**src/hdl/bihv_pkg.sv**
```systemverilog
// ----------------------------------------------------------------------------
// bihv_pkg
// Types and codes shared by the boot image health validator modules.
// ----------------------------------------------------------------------------
package bihv_pkg;

  localparam logic [31:0] DelayResetMs = 32'd60000;

  typedef enum logic [1:0] {
    CMD_START   = 2'd0,
    CMD_POLL    = 2'd1,
    CMD_CONFIRM = 2'd2
  } cmd_e;

  typedef enum logic [2:0] {
    IMG_UNDEFINED = 3'd0,
    IMG_NEW       = 3'd1,
    IMG_PENDING   = 3'd2,
    IMG_VALID     = 3'd3,
    IMG_INVALID   = 3'd4,
    IMG_ABORTED   = 3'd5
  } img_e;

  typedef enum logic [2:0] {
    PH_NOT_STARTED   = 3'd0,
    PH_NOT_PENDING   = 3'd1,
    PH_WAITING       = 3'd2,
    PH_AWAIT_PERSIST = 3'd3,
    PH_CONFIRMED     = 3'd4,
    PH_ROLLBACK      = 3'd5,
    PH_PLAT_ERR      = 3'd6
  } phase_e;

  typedef enum logic [2:0] {
    ERR_NONE     = 3'd0,
    ERR_PLATFORM = 3'd1,
    ERR_READ     = 3'd2,
    ERR_HARD     = 3'd3,
    ERR_CONFIRM  = 3'd4,
    ERR_ROLLBACK = 3'd5
  } err_e;

  typedef struct packed {
    logic [1:0]  command;
    logic [63:0] now_ms;
    logic        platform_present;
    logic        image_read_ok;
    logic [2:0]  image_state;
    logic        gates_ready;
    logic        hard_failure;
    logic        action_ok;
  } in_item_t;

  typedef struct packed {
    logic        ok;
    logic [2:0]  phase;
    logic [2:0]  error_code;
    logic        rollback_request;
    logic        confirm_request;
    logic [31:0] remaining_ms;
  } out_item_t;

endpackage

```
**src/hdl/bihv_in_reg.sv**
```systemverilog
// ----------------------------------------------------------------------------
// bihv_in_reg
// Input register stage: captures one transaction and holds it until the
// step logic consumes it.
// ----------------------------------------------------------------------------
module bihv_in_reg (
  input  logic               clk_i,
  input  logic               rst_ni,
  input  logic               load_i,
  input  logic               advance_i,
  input  bihv_pkg::in_item_t item_i,
  output logic               valid_o,
  output bihv_pkg::in_item_t item_o
);

  logic               valid_q, valid_d;
  bihv_pkg::in_item_t item_q;

  assign valid_d = load_i | (valid_q & ~advance_i);

  always_ff @(posedge clk_i or negedge rst_ni) begin
    if (!rst_ni) begin
      valid_q <= 1'b0;
    end else begin
      valid_q <= valid_d;
    end
  end

  always_ff @(posedge clk_i) begin
    if (load_i) begin
      item_q <= item_i;
    end
  end

  assign valid_o = valid_q;
  assign item_o  = item_q;

endmodule

```
**src/hdl/bihv_engine.sv**
```systemverilog
// ----------------------------------------------------------------------------
// bihv_engine
// Validation state, delay register, single-pass step logic and result
// register.
// ----------------------------------------------------------------------------
module bihv_engine (
  input  logic                clk_i,
  input  logic                rst_ni,
  input  logic                cfg_valid_i,
  input  logic [31:0]         cfg_data_i,
  input  logic                step_i,
  input  bihv_pkg::in_item_t  item_i,
  input  logic                out_valid_i,
  output bihv_pkg::out_item_t result_o
);

  logic [31:0]         delay_q;
  bihv_pkg::phase_e    phase_q, phase_d;
  bihv_pkg::err_e      error_q, error_d;
  logic [63:0]         since_q, since_d;
  logic                started_q, started_d;
  bihv_pkg::out_item_t result_q, result_d;

  logic [63:0] since_eff;
  logic [63:0] elapsed;
  logic        win_done;
  logic        ok;
  logic        rb_req;
  logic        cf_req;
  logic [31:0] remaining;

  assign since_eff = started_q ? since_q : item_i.now_ms;
  assign elapsed   = item_i.now_ms - since_eff;
  assign win_done  = elapsed >= {32'd0, delay_q};

  always_comb begin
    phase_d   = phase_q;
    error_d   = error_q;
    since_d   = since_q;
    started_d = started_q;
    ok        = 1'b0;
    rb_req    = 1'b0;
    cf_req    = 1'b0;
    unique case (item_i.command)
      bihv_pkg::CMD_START: begin
        since_d   = 64'd0;
        started_d = 1'b0;
        error_d   = bihv_pkg::ERR_NONE;
        priority if (!item_i.platform_present) begin
          phase_d = bihv_pkg::PH_PLAT_ERR;
          error_d = bihv_pkg::ERR_PLATFORM;
        end else if (!item_i.image_read_ok) begin
          phase_d = bihv_pkg::PH_PLAT_ERR;
          error_d = bihv_pkg::ERR_READ;
        end else if (item_i.image_state == bihv_pkg::IMG_PENDING) begin
          phase_d = bihv_pkg::PH_WAITING;
          ok      = 1'b1;
        end else if (item_i.image_state == bihv_pkg::IMG_VALID ||
                     item_i.image_state == bihv_pkg::IMG_UNDEFINED) begin
          phase_d = bihv_pkg::PH_NOT_PENDING;
          ok      = 1'b1;
        end else begin
          phase_d = bihv_pkg::PH_PLAT_ERR;
          error_d = bihv_pkg::ERR_READ;
        end
      end
      bihv_pkg::CMD_POLL: begin
        priority if (phase_q != bihv_pkg::PH_WAITING &&
                     phase_q != bihv_pkg::PH_AWAIT_PERSIST) begin
          ok = (phase_q == bihv_pkg::PH_NOT_PENDING) ||
               (phase_q == bihv_pkg::PH_CONFIRMED);
        end else if (item_i.hard_failure) begin
          rb_req = 1'b1;
          if (item_i.action_ok) begin
            phase_d = bihv_pkg::PH_ROLLBACK;
            error_d = bihv_pkg::ERR_HARD;
          end else begin
            phase_d = bihv_pkg::PH_PLAT_ERR;
            error_d = bihv_pkg::ERR_ROLLBACK;
          end
        end else if (phase_q == bihv_pkg::PH_AWAIT_PERSIST) begin
          ok = 1'b1;
        end else if (!item_i.gates_ready) begin
          since_d   = 64'd0;
          started_d = 1'b0;
          ok        = 1'b1;
        end else begin
          since_d   = since_eff;
          started_d = 1'b1;
          ok        = 1'b1;
          if (win_done) begin
            phase_d = bihv_pkg::PH_AWAIT_PERSIST;
          end
        end
      end
      bihv_pkg::CMD_CONFIRM: begin
        if (phase_q != bihv_pkg::PH_AWAIT_PERSIST) begin
          ok = (phase_q == bihv_pkg::PH_CONFIRMED);
        end else begin
          cf_req = 1'b1;
          if (item_i.action_ok) begin
            phase_d = bihv_pkg::PH_CONFIRMED;
            error_d = bihv_pkg::ERR_NONE;
            ok      = 1'b1;
          end else begin
            phase_d = bihv_pkg::PH_PLAT_ERR;
            error_d = bihv_pkg::ERR_CONFIRM;
          end
        end
      end
      default: begin
        ok = 1'b0;
      end
    endcase
  end

  // since_d equals since_eff whenever the window is open in the waiting phase
  always_comb begin
    priority if (phase_d != bihv_pkg::PH_WAITING) begin
      remaining = 32'd0;
    end else if (!started_d) begin
      remaining = delay_q;
    end else if (win_done) begin
      remaining = 32'd0;
    end else begin
      remaining = delay_q - elapsed[31:0];
    end
  end

  always_comb begin
    result_d                  = '0;
    result_d.ok               = ok;
    result_d.phase            = phase_d;
    result_d.error_code       = error_d;
    result_d.rollback_request = rb_req;
    result_d.confirm_request  = cf_req;
    result_d.remaining_ms     = remaining;
  end

  always_ff @(posedge clk_i or negedge rst_ni) begin
    if (!rst_ni) begin
      delay_q   <= bihv_pkg::DelayResetMs;
      phase_q   <= bihv_pkg::PH_NOT_STARTED;
      error_q   <= bihv_pkg::ERR_NONE;
      since_q   <= 64'd0;
      started_q <= 1'b0;
    end else begin
      if (cfg_valid_i) begin
        delay_q <= cfg_data_i;
      end
      if (step_i) begin
        phase_q   <= phase_d;
        error_q   <= error_d;
        since_q   <= since_d;
        started_q <= started_d;
      end
    end
  end

  always_ff @(posedge clk_i) begin
    if (step_i) begin
      result_q <= result_d;
    end
  end

  assign result_o = result_q;

`ifndef ASSERT_OFF
  a_closed_window_clear: assert property (@(posedge clk_i) disable iff (!rst_ni)
    !started_q |-> since_q == 64'd0)
    else $error("health window closed but start time not cleared");

  a_confirmed_no_error: assert property (@(posedge clk_i) disable iff (!rst_ni)
    (phase_q == bihv_pkg::PH_CONFIRMED || phase_q == bihv_pkg::PH_NOT_PENDING)
      |-> error_q == bihv_pkg::ERR_NONE)
    else $error("error recorded in a healthy phase");

  a_remaining_only_waiting: assert property (@(posedge clk_i) disable iff (!rst_ni)
    (out_valid_i && result_q.remaining_ms != 32'd0)
      |-> result_q.phase == bihv_pkg::PH_WAITING)
    else $error("remaining time reported outside waiting phase");

  a_rollback_phase: assert property (@(posedge clk_i) disable iff (!rst_ni)
    (out_valid_i && result_q.rollback_request)
      |-> (result_q.phase == bihv_pkg::PH_ROLLBACK ||
           result_q.phase == bihv_pkg::PH_PLAT_ERR))
    else $error("rollback request without rollback outcome");

  a_confirm_phase: assert property (@(posedge clk_i) disable iff (!rst_ni)
    (out_valid_i && result_q.confirm_request)
      |-> (result_q.phase == bihv_pkg::PH_CONFIRMED ||
           result_q.phase == bihv_pkg::PH_PLAT_ERR))
    else $error("confirm request without confirm outcome");
`endif

endmodule

```
**src/hdl/boot_image_health_validator.sv**
```systemverilog
// ----------------------------------------------------------------------------
// boot_image_health_validator
// Supervises validation of an updated firmware image: start, health polling
// with a timed window, rollback on hard failure and confirmation.
// ----------------------------------------------------------------------------
// Takes one command transaction per cycle while the output is not stalled.
// After acceptance the transaction sits in the input register while the
// single-pass step logic (one 64-bit subtraction and compare against
// delay_ms) computes the value that the result register loads. A stalled
// output holds both stages; the input register still accepts a new
// transaction when its current one moves on in the same cycle. The delay
// register takes a write in every cycle.
module boot_image_health_validator (
  input  logic                clk_i,
  input  logic                rst_ni,
  input  logic                cfg_valid_i,
  output logic                cfg_ready_o,
  input  logic [31:0]         cfg_data_i,
  input  logic                in_valid_i,
  output logic                in_ready_o,
  input  bihv_pkg::in_item_t  in_data_i,
  output logic                out_valid_o,
  input  logic                out_ready_i,
  output bihv_pkg::out_item_t out_data_o
);

  logic               s1_valid;
  bihv_pkg::in_item_t s1_item;
  logic               s1_advance;
  logic               in_accept;
  logic               out_valid_q, out_valid_d;

  assign s1_advance  = s1_valid & (~out_valid_q | out_ready_i);
  assign in_ready_o  = ~s1_valid | s1_advance;
  assign in_accept   = in_valid_i & in_ready_o;
  assign cfg_ready_o = 1'b1;
  assign out_valid_d = s1_advance | (out_valid_q & ~out_ready_i);

  bihv_in_reg u_in_reg (
    .clk_i     (clk_i),
    .rst_ni    (rst_ni),
    .load_i    (in_accept),
    .advance_i (s1_advance),
    .item_i    (in_data_i),
    .valid_o   (s1_valid),
    .item_o    (s1_item)
  );

  bihv_engine u_engine (
    .clk_i       (clk_i),
    .rst_ni      (rst_ni),
    .cfg_valid_i (cfg_valid_i),
    .cfg_data_i  (cfg_data_i),
    .step_i      (s1_advance),
    .item_i      (s1_item),
    .out_valid_i (out_valid_q),
    .result_o    (out_data_o)
  );

  always_ff @(posedge clk_i or negedge rst_ni) begin
    if (!rst_ni) begin
      out_valid_q <= 1'b0;
    end else begin
      out_valid_q <= out_valid_d;
    end
  end

  assign out_valid_o = out_valid_q;

endmodule

```
**config.mk**
```make
export PLATFORM = sky130hd
export DESIGN_NAME = boot_image_health_validator
export DESIGN_NICKNAME = d
export VERILOG_FILES = /design/src/hdl/bihv_pkg.sv /design/src/hdl/bihv_in_reg.sv /design/src/hdl/bihv_engine.sv /design/src/hdl/boot_image_health_validator.sv
export SDC_FILE = /design/constraint.sdc
export NUM_CORES = 1
export LEC_CHECK = 0
export BUFFER_PORTS_ARGS = -buffer_cell sky130_fd_sc_hd__buf_2
export CORE_ASPECT_RATIO = 1.75
export CORE_MARGIN = 2
export CORE_UTILIZATION = 37
export DETAILED_ROUTE_END_ITERATION = 8
export GPL_TIMING_DRIVEN = 0
export PLACE_DENSITY = 0.56
export SETUP_SLACK_MARGIN = 0.15
export SLEW_MARGIN = 10
export SYNTH_ARGS = -nofsm -noshare
export SYNTH_HDL_FRONTEND = slang
export SYNTH_SLANG_ARGS = --single-unit
```
**constraint.sdc**
```tcl
create_clock -name clk_i -period 8.3 [get_ports clk_i]
set_input_delay 1.66 -clock clk_i [delete_from_list [all_inputs] [get_ports clk_i]]
set_output_delay 1.66 -clock clk_i [all_outputs]
set_load 0.01 [all_outputs]
```
[Yosys cells after proc, flatten, opt, wreduce, memory -nomap -nowiden]
Cells that the tools add are included.
W data, S select, Z words.
Storage, ports and cells
  bits in registers: 220
  input port bits: 111
  output and inout bits: 44
  word-level logic and storage cells: 105
Operators by class
  $add $sub $neg: 2
  order comparisons: 1
  eq/ne operators: 13
  muxes and demuxes: 47
  bitwise operators: 13
  reductions and logical operators: 8
Operators with widths (count)
  $mux W64: 5
  $pmux W64 S2: 1
  $ge A64 B32 Y1: 1
  $mux W32: 2
  $sub A64 B64 Y64: 1
  $mux W3: 18
  $sub A32 B32 Y32: 1
  $pmux W3 S3: 2
  $mux W1: 14
  $eq A3 B2 Y1 const B: 3
  $ne A3 B2 Y1 const B: 3
  $mux W2: 3
  $ne A2 B2 Y1 const B: 3
  $not A1 Y1: 5
  $reduce_and A5 Y1: 1
  $and A1 B1 Y1: 4
  $or A1 B1 Y1: 4
  $eq A3 B1 Y1 const B: 1
  $eq A3 B3 Y1 const B: 1
  $logic_not A3 Y1: 1
  $pmux W1 S3: 1
  $eq A2 B1 Y1 const B: 1
  $eq A2 B2 Y1 const B: 1
  $logic_not A2 Y1: 1
  other kinds (5): 6

[Logic depth before layout (Yosys ltp)]
Gate-level depths: netlist of run 1.
  depth after elaboration: 10
  depth in mapped cells: 34
  mapped depth without buffers: 30

[By module]
From an unflattened synthesis of run 1, not the netlist that was laid out.
Second synthesis, totals
  cells, all modules: 1675
  area total of the unflattened synthesis: 15250.9 µm²
Modules (own cells, without submodules)
  bihv_engine: instances 1, cells an instance 1589, area an instance 12912.4 µm², seq. area each 3817.4 µm²
  bihv_in_reg: instances 1, cells an instance 77, area an instance 2258.4 µm², seq. area each 2247.2 µm²
  boot_image_health_validator: instances 1, cells an instance 9, area an instance 80.1 µm², seq. area each 25.0 µm²

[Least setup slack after synthesis of run 1]
No wires, ideal clock.
  path kind: flip-flop to flip-flop
  from: reg u_engine.started_q
  to: reg u_engine.result_q (netlist bit u_engine.result_o[30]), data pin
  setup time: 0.140 ns
  data arrival time: 6.088 ns
  required time: 8.160 ns
  setup slack: 2.072 ns
  stages on the path, launching flop included: 33
  path buffers: 4
  clock period less this slack: 6.228 ns
  cell sequence: dfrtp_1 > clkbuf_1 > buf_1 > buf_1 > nand2_1 > o21ai_0 > ha_1 > nor2b_1 > o31ai_1 > a21oi_2 > a221oi_4 > o21ai_0 > nand3_1 > nand2_1 > a221oi_1 > o21bai_1 > a21oi_1 > xnor2_1 > ha_1 > a21oi_1 > o21ai_0 > nor2b_1 > nor4_1 > nand4_1 > nor4_1 > nand4b_1 > nand4b_1 > nor4_1 > nand4_1 > nor4_4 > buf_6 > o31ai_1 > a21oi_2
On the way
  longest elaborated chain between the ends: 10
  elaborated cells between the ends (all ways): 17
  classes of those cells: add/sub: 2; order compare: 1; eq/ne: 1; mux: 13
Ends and longest elaborated chain
  start: declaration: line bihv_engine.sv:21  | logic started_q, started_d;
  start signal: assignment: line bihv_engine.sv:155  | started_q <= started_d;
  $mux W64: line bihv_engine.sv:32  | assign since_eff = started_q ? since_q : item_i.now_ms;
  $sub A64 B64 Y64: line bihv_engine.sv:33  | assign elapsed = item_i.now_ms - since_eff;
  $ge A64 B32 Y1: line bihv_engine.sv:34  | assign win_done = elapsed >= {32'd0, delay_q};
  $mux W3: line bihv_engine.sv:91  | if (win_done) begin
  $mux W3: line bihv_engine.sv:83  | end else if (!item_i.gates_ready) begin
  $mux W3: line bihv_engine.sv:81  | end else if (phase_q == bihv_pkg::PH_AWAIT_PERSIST) begin
  $mux W3: line bihv_engine.sv:72  | end else if (item_i.hard_failure) begin
  $mux W3: line bihv_engine.sv:68  | priority if (phase_q != bihv_pkg::PH_WAITING &&
  $pmux W3 S3: line bihv_engine.sv:44  | unique case (item_i.command)
  $ne A3 B2 Y1: line bihv_engine.sv:119  | priority if (phase_d != bihv_pkg::PH_WAITING) begin
  end signal: assignment: line bihv_engine.sv:162  | result_q <= result_d;
  end: declaration: line bihv_engine.sv:22  | bihv_pkg::out_item_t result_q, result_d;
Parallel ways exist; a longest one is shown, timed or not.
A chain may end at the register's enable or synchronous reset.

[Worst setup path after layout of run 1]
  from: reg u_engine.started_q
  to: reg u_engine.result_q (netlist bit u_engine.result_o[29]), data pin
Same word-level chain as after synthesis.

==> flow_metrics.py, run 1 <==
metrics = {
    "status": {
        "outcome": "complete, no violations",
    },
    "clock_network": {
        "clk_pin_slew_ns": 0.06,
        "numCtsBuffers": 24,
        "htree_levels": 1,
        "cts_sinks": 220,
        "cts_tree": "done",
        "clk_latency_ns": 0.54,
        "cts_buffer_depth": 3,
        "cts_root_buf": "clkbuf_16",
    },
    "setup_path": {
        "r2r_cells": 32,
        "slowest_delay_ns": 0.43,
        "cp_max_fo": 10,
        "required_ns": 8.69,
        "cp_slowest_cell": "fa_1",
        "crit_arrival_ns": 8.10,
        "crit_type": "flip-flop to flip-flop",
        "end_kind": "flip-flop",
        "crit_path_start_kind": "flip-flop",
        "path_buf_inv": 6,
        "reg2reg_setup_slack_ns": 0.58,
        "r2r-start": "u_engine.started_q$_DFFE_PN0P_",
        "r2r_end": "u_engine.result_o[29]$_SDFFCE_PP0P_",
        "cp_top_family": "simple AND/OR/NAND/NOR gates",
    },
    "yosys": {
        "yosys-top-cells-area": "edfxtp_1 22%, dfrtp_1 16%, ha_1 10%, nand2_1 5.0%, mux2i_1 4.6%",
        "syn-instance-count": 1690,
        "synthArstFlopShare": 0.477,
        "yosys_warnings": 0,
        "syn-num-nets": 1929,
        "netlist_area_mm2": 0.0156,
        "yosysTopAreaCell": "edfxtp_1",
        "avgSynthCellArea_um2": 9.24,
        "ys_seq_area_frac": 0.390,
        "synth-edff-count": 115,
        "ys_seq_elements": 220,
        "synth_ff_type": "edfxtp_1",
        "synth_top_cell_area_share": 0.221,
        "synth.distinct_cells": 93,
    },
    "global_route": {
        "grt_pass1_vias": 13700,
        "grt_use_total": 0.217,
        "grt_overflow_total": 0,
        "grt_antenna_before_repair": 1,
        "grt_max_degree": 62,
        "grt_pass1_wl_um": 74700,
    },
    "placed_design": {
        "io_buffers": 152,
        "dpl_cell_area_mm2": 0.0172,
        "hpwl_um": 38800,
        "dpl.cell_count": 2400,
        "gp_congestion": 0.951,
    },
    "routing": {
        "route.detailed.vias_per_inst": 5.49,
        "wl_per_cell_um": 19.7,
        "drtAntennaViolNets": 0,
        "first_pass_iters": 5,
        "drt_wl_total_um": 48300,
        "drtIter0Drc": 737,
        "drcViolationCount": 0,
        "route.vias.total": 13400,
    },
    "floorplan": {
        "boundaryPins": 155,
        "start_util": 0.375,
        "die_h_um": 276,
        "die_area_mm2": 0.0439,
        "core_mm2": 0.0416,
        "core.rowCount": 99,
        "chipWidth_um": 159,
    },
    "power": {
        "pwr-share-comb": 0.375,
        "power_frac_seq": 0.338,
        "intPower_mw": 2.46,
        "clock_power_share": 0.286,
        "p_sw_frac": 0.367,
        "power_density_mw_per_mm2": 216,
        "total_power_mw": 3.89,
        "leakagePower_nw": 7.61,
        "ir_drop_mv": 0.145,
        "p_switching_mw": 1.43,
    },
    "worst_hold_path": {
        "holdCritPathClass": "flip-flop to flip-flop",
        "hold_path_end": "u_engine.since_q[35]$_DFFE_PN0P_",
        "min-delay-start": "u_engine.since_q[35]$_DFFE_PN0P_",
        "min_delay_path_depth": 2,
    },
    "run": {
        "max_cap_viol_count": 0,
    },
    "final_layout": {
        "ff_latch_area_mm2": 0.00609,
        "layout-drive-gt1-share": 0.139,
        "fin_area_mm2": 0.0180,
        "fin_nets": 2112,
        "multi_input_area_mm2": 0.00882,
        "finalNonFillerCells": 2447,
        "area_delta_synth_final_pct": 15.5,
        "n_fill_cell": 4206,
    },
    "sta": {
        "hold_viol_final": 0,
        "final.setup.tns_ns": 0,
        "finalCritPeriodShare": 0.930,
        "period_minus_slack_ns": 7.72,
        "max_slew.worst_pin.slew_ns": 1.19,
        "final_max_slew_viol_count": 0,
        "finalClockSkew_ns": 0.00957,
        "max_freq_mhz": 130,
        "setup_viol": 0,
        "rsz0062_at_grt": "false",
        "max_slew_margin": 0.206,
    },
}
[power groups by stage]
stage	Sequential [mW]	Clock [mW]	Combinational (mW)
floorplan	1.33	0	1.04
global placement	1.34	0	1.43
detailed placement	1.34	0	1.45
CTS	1.32	1.14	1.46
global route	1.33	1.18	1.62
finish	1.32	1.11	1.46
[registers in the layout (all words and copies together) (netlist names)]
name and cells:
u_in_reg.item_o 74, u_engine.since_q 64, u_engine.result_o 41, u_engine.delay_q 32, u_engine.error_q 3, u_engine.phase_q 3
out_valid_o 1, u_engine.started_q 1, u_in_reg.valid_o 1
[timing repair]
item | CTS | global route
setup endpoints to repair | 34 | 32
buffers inserted | 2 | 0
hold buffers | 0 | 0
hold endpoints to repair | 0 | 0
pin swaps | 1 | 0
gates resized for setup | 12 | 7
[how the worst max path moves through the flow]
stage / startpoint / end / slack [ns] / cells past startpoint
after floorplan: u_engine.started_q$_DFFE_PN0P_ / u_engine.result_o[30]$_SDFFCE_PP0P_ / 2.07 / 32
after global placement: u_engine.started_q$_DFFE_PN0P_ / u_engine.result_o[29]$_SDFFCE_PP0P_ / -1.15 / 31
after detailed placement: u_engine.started_q$_DFFE_PN0P_ / u_engine.result_o[29]$_SDFFCE_PP0P_ / -1.14 / 31
after CTS: u_engine.started_q$_DFFE_PN0P_ / u_engine.result_o[29]$_SDFFCE_PP0P_ / 0.25 / 31
after global routing: u_engine.started_q$_DFFE_PN0P_ / u_engine.result_o[29]$_SDFFCE_PP0P_ / 0.23 / 31
final: u_engine.started_q$_DFFE_PN0P_ / u_engine.result_o[29]$_SDFFCE_PP0P_ / 0.58 / 32
[synth_stat cells, drive strengths merged, types with 9 or more instances]
library cell,instances
nand2,206
ha,126
a21oi,120
edfxtp,115
nor2,112
o21ai,100
inv,99
dfrtp,98
o31ai,72
mux2i,71
clkbuf,63
xnor2,44
xor2,34
a21o,33
a22oi,31
nand4,31
nor3,30
buf,27
nand3,21
nand2b,19
o21a,17
o211ai,16
o21bai,16
nor4,15
a31oi,13
a211oi,12
nor2b,10
and3,9
[cell families (layout without fill, tap and decap cells)]
logic type               Yosys count  after routing  share of synthesized area
other                              1              2                   0.000240
adder cells (fa/ha/maj)          128            128                      0.104
AND/OR/NAND/NOR                  491            491                      0.146
buffers and inverters            190            391                     0.0482
multiplexers                      74             74                     0.0477
AO/OA/AOI/OAI                    508            508                      0.220
XOR/XNOR                          78             78                     0.0438
flip-flops                       220            220                      0.390
[layout by cell type (no fill, tap or decap), drive strengths merged, types with 9 or more instances in the layout]
cell type  instances
a21o              33
edfxtp           115
o31ai             72
o21ai            100
a21oi            120
nor3              30
dfrtp             98
buf              182
and3               9
xor2              34
a31oi             13
nand2b            19
o21bai            16
mux2i             71
nor2             112
a22oi             31
inv               99
nor4              15
nand2            206
nand4             31
a211oi            12
clkbuf            94
xnor2             44
ha               126
clkinv            11
nor2b             10
nand3             21
o211ai            16
o21a              17
[area by class of cell]
class                      count  area share
clock inverter                15     0.00916
tap                          555      0.0385
sequential                   220       0.338
clock buffer                  29      0.0355
multi-input combinational   1280       0.489
inverter                     100      0.0209
antenna                        1    0.000139
buffer                        90      0.0215
timing repair buffer         157      0.0475
[through the flow]
stage          worst slack [ns]   util  hold slack [ns]
5_1_grt                   0.230  0.433            0.491
3_5_place_dp              -1.14  0.412            0.466
4_1_cts                   0.249  0.432            0.479
6_report                  0.584  0.433            0.474
2_1_floorplan              2.07      -            0.448
3_3_place_gp              -1.15  0.410            0.459
[metal layers]
layer  GRT usage  share of wire  vias up
li1            -              -     6588
met1       0.220           0.36     6385
met2       0.425           0.54      328
met3      0.0195          0.031      131
met4       0.140          0.070        0
met5           0              0        -
[tightest hold or removal path: stages (launching register included)]
cell and delay (ns):
dfrtp_1 0.34, nand2_1 0.05, o31ai_1 0.05
No activity file was read; power rests on OpenSTA's default activity.
==> run 2, diff against run 1 <==
--- a/config.mk
+++ b/config.mk
@@ -10,9 +10,8 @@
 export CORE_MARGIN = 2
 export CORE_UTILIZATION = 37
 export DETAILED_ROUTE_END_ITERATION = 8
-export GPL_TIMING_DRIVEN = 0
 export PLACE_DENSITY = 0.56
-export SETUP_SLACK_MARGIN = 0.15
+export SETUP_SLACK_MARGIN = 0.1
 export SLEW_MARGIN = 10
 export SYNTH_ARGS = -nofsm -noshare
 export SYNTH_HDL_FRONTEND = slang
==> run 2 against run 1 <==
  * Critical endpoint is now u_engine.result_o[17]$_SDFFCE_PP0P_
  * Worst hold slack improved by 0.0019 ns
  * Critical path type unchanged
  * First-iteration DRC count down 0.14%
  * Die area did not move
  * Sequential cell count did not move
  * Largest power group unchanged
  * Clock power is essentially flat
==> flow_metrics.py, run 2 (synthesis results as in run 1) <==
metrics = {
    "setup_path": {
        "crit_path_start_kind": "flip-flop",
        "cp_slowest_cell": "dfrtp_4",
        "slowest_delay_ns": 0.84,
        "path_buf_inv": 2,
        "r2r_cells": 30,
        "required_ns": 8.71,
        "crit_type": "flip-flop to flip-flop",
        "r2r-start": "u_engine.started_q$_DFFE_PN0P_",
        "cp_max_fo": 37,
        "cp_top_family": "simple AND/OR/NAND/NOR gates",
        "crit_arrival_ns": 7.71,
        "reg2reg_setup_slack_ns": 1.00,
        "end_kind": "flip-flop",
        "r2r_end": "u_engine.result_o[17]$_SDFFCE_PP0P_",
        "worst_path_most_repeated_cell": "nor2_1",
    },
    "floorplan": {
        "die_h_um": 276,
        "core_mm2": 0.0416,
        "start_util": 0.375,
        "chipWidth_um": 159,
        "die_area_mm2": 0.0439,
        "core.rowCount": 99,
        "boundaryPins": 155,
    },
    "global_route": {
        "grt_antenna_before_repair": 0,
        "grt_pass1_vias": 13300,
        "grt_pass1_wl_um": 72700,
        "grt_overflow_total": 0,
        "grt_use_total": 0.210,
        "grt_max_degree": 78,
    },
    "clock_network": {
        "postCtsHoldBufs": 0,
        "cts-resized-gates": 0,
        "cts_tree": "done",
        "htree_levels": 1,
        "cts_setup_buffers": 0,
        "cts_root_buf": "clkbuf_16",
        "clk_pin_slew_ns": 0.07,
        "numCtsBuffers": 24,
        "cts_sinks": 220,
        "clk_latency_ns": 0.56,
        "cts_buffer_depth": 3,
    },
    "sta": {
        "hold_viol_final": 0,
        "final_max_slew_viol_count": 0,
        "max_slew_margin": 0.262,
        "rsz0062_at_grt": "false",
        "max_slew.worst_pin.slew_ns": 1.11,
        "finalClockSkew_ns": 0.0170,
        "max_freq_mhz": 137,
        "finalCritPeriodShare": 0.879,
        "setup_viol": 0,
        "final.setup.tns_ns": 0,
        "period_minus_slack_ns": 7.30,
    },
    "final_layout": {
        "final_cell_mix": "205 x nand2_1, 152 x buf_2, 126 x ha_1",
        "largest_register_ffs": 74,
        "fin_nets": 2026,
        "finalNonFillerCells": 2360,
        "final_common_cell": "nand2_1",
        "area_delta_synth_final_pct": 12.8,
        "fin_area_mm2": 0.0176,
        "fin_util": 0.423,
        "layout-drive-gt1-share": 0.133,
        "n_antenna_cell": 0,
    },
    "routing": {
        "route.detailed.vias_per_inst": 5.53,
        "drt_wl_total_um": 46500,
        "first_pass_iters": 6,
        "drtIter0Drc": 736,
        "route.vias.total": 13100,
        "wl_per_cell_um": 19.7,
        "drcViolationCount": 0,
        "drtAntennaViolNets": 0,
    },
    "worst_hold_path": {
        "min-delay-start": "u_engine.since_q[37]$_DFFE_PN0P_",
        "holdCritPathClass": "flip-flop to flip-flop",
        "min_delay_path_depth": 2,
        "hold_path_end": "u_engine.since_q[37]$_DFFE_PN0P_",
    },
    "placed_design": {
        "io_buffers": 153,
        "dpl_cell_area_mm2": 0.0168,
        "dpl.cell_count": 2316,
        "gp_congestion": 0.952,
        "hpwl_um": 35900,
    },
    "status": {
        "outcome": "complete, no violations",
    },
    "power": {
        "total_power_mw": 3.89,
        "leakagePower_nw": 7.42,
        "ir_drop_mv": 0.128,
        "power_density_mw_per_mm2": 221,
    },
    "run": {
        "max_cap_viol_count": 0,
    },
}
-- run 2: cell types whose count changed in the layout (fill, tap and decap cells not counted), moves of 3 or more --
cell / delta
buf_2: -15
buf_1: -4
clkbuf_1: -60
buf_4: +3
clkbuf_2: -3
clkinv_4: -3
-- run 2: per-layer routing --
layer / vias up / track usage / share of wire
li1: 6377 / - / -
met1: 6253 / 0.213 / 0.36
met2: 314 / 0.416 / 0.55
met3: 116 / 0.0204 / 0.034
met4: 0 / 0.118 / 0.058
met5: - / 0 / 0
-- run 2: tightest hold or removal path: cells and delay by family, from the launching register on --
family           cells  cell delay, ns
AO/OA/AOI/OAI        1            0.05
flip-flops           1            0.34
AND/OR/NAND/NOR      1            0.05
-- run 2: cell type report --
| class | instances | area [µm²] |
|---|---|---|
| sequential | 220 | 6090 |
| multi-input combinational | 1280 | 8800 |
| clock buffer | 32 | 672 |
| tap | 555 | 694 |
| timing repair buffer | 161 | 828 |
| clock inverter | 12 | 144 |
| inverter | 100 | 375 |
| fill | 4149 | 24000 |
-- run 2: worst max-delay path by stage --
stage	start	end	slack, ns	cells after the start
2_1_floorplan	u_engine.started_q$_DFFE_PN0P_	u_engine.result_o[30]$_SDFFCE_PP0P_	2.07	32
3_3_place_gp	u_engine.started_q$_DFFE_PN0P_	u_engine.result_o[30]$_SDFFCE_PP0P_	1.16	30
5_1_grt	u_engine.started_q$_DFFE_PN0P_	u_engine.result_o[30]$_SDFFCE_PP0P_	0.34	28
4_1_cts	u_engine.started_q$_DFFE_PN0P_	u_engine.result_o[30]$_SDFFCE_PP0P_	0.92	30
3_5_place_dp	u_engine.started_q$_DFFE_PN0P_	u_engine.result_o[30]$_SDFFCE_PP0P_	0.97	30
6_report	u_engine.started_q$_DFFE_PN0P_	u_engine.result_o[17]$_SDFFCE_PP0P_	1.00	30
-- run 2: report_power, final --
group	switching (mW)	total (mW)	internal, mW
registers	0.0710	1.33	1.26
clock network	0.470	1.13	0.663
logic	0.881	1.43	0.547
-- run 2: metrics by stage --
| step | setup WS, ns | hold slack, ns |
|---|---|---|
| 3_5_place_dp | 0.973 | 0.466 |
| 2_1_floorplan | 2.07 | 0.448 |
| 4_1_cts | 0.925 | 0.478 |
| 3_3_place_gp | 1.16 | 0.458 |
| 6_report | 1.00 | 0.476 |
| 5_1_grt | 0.339 | 0.498 |
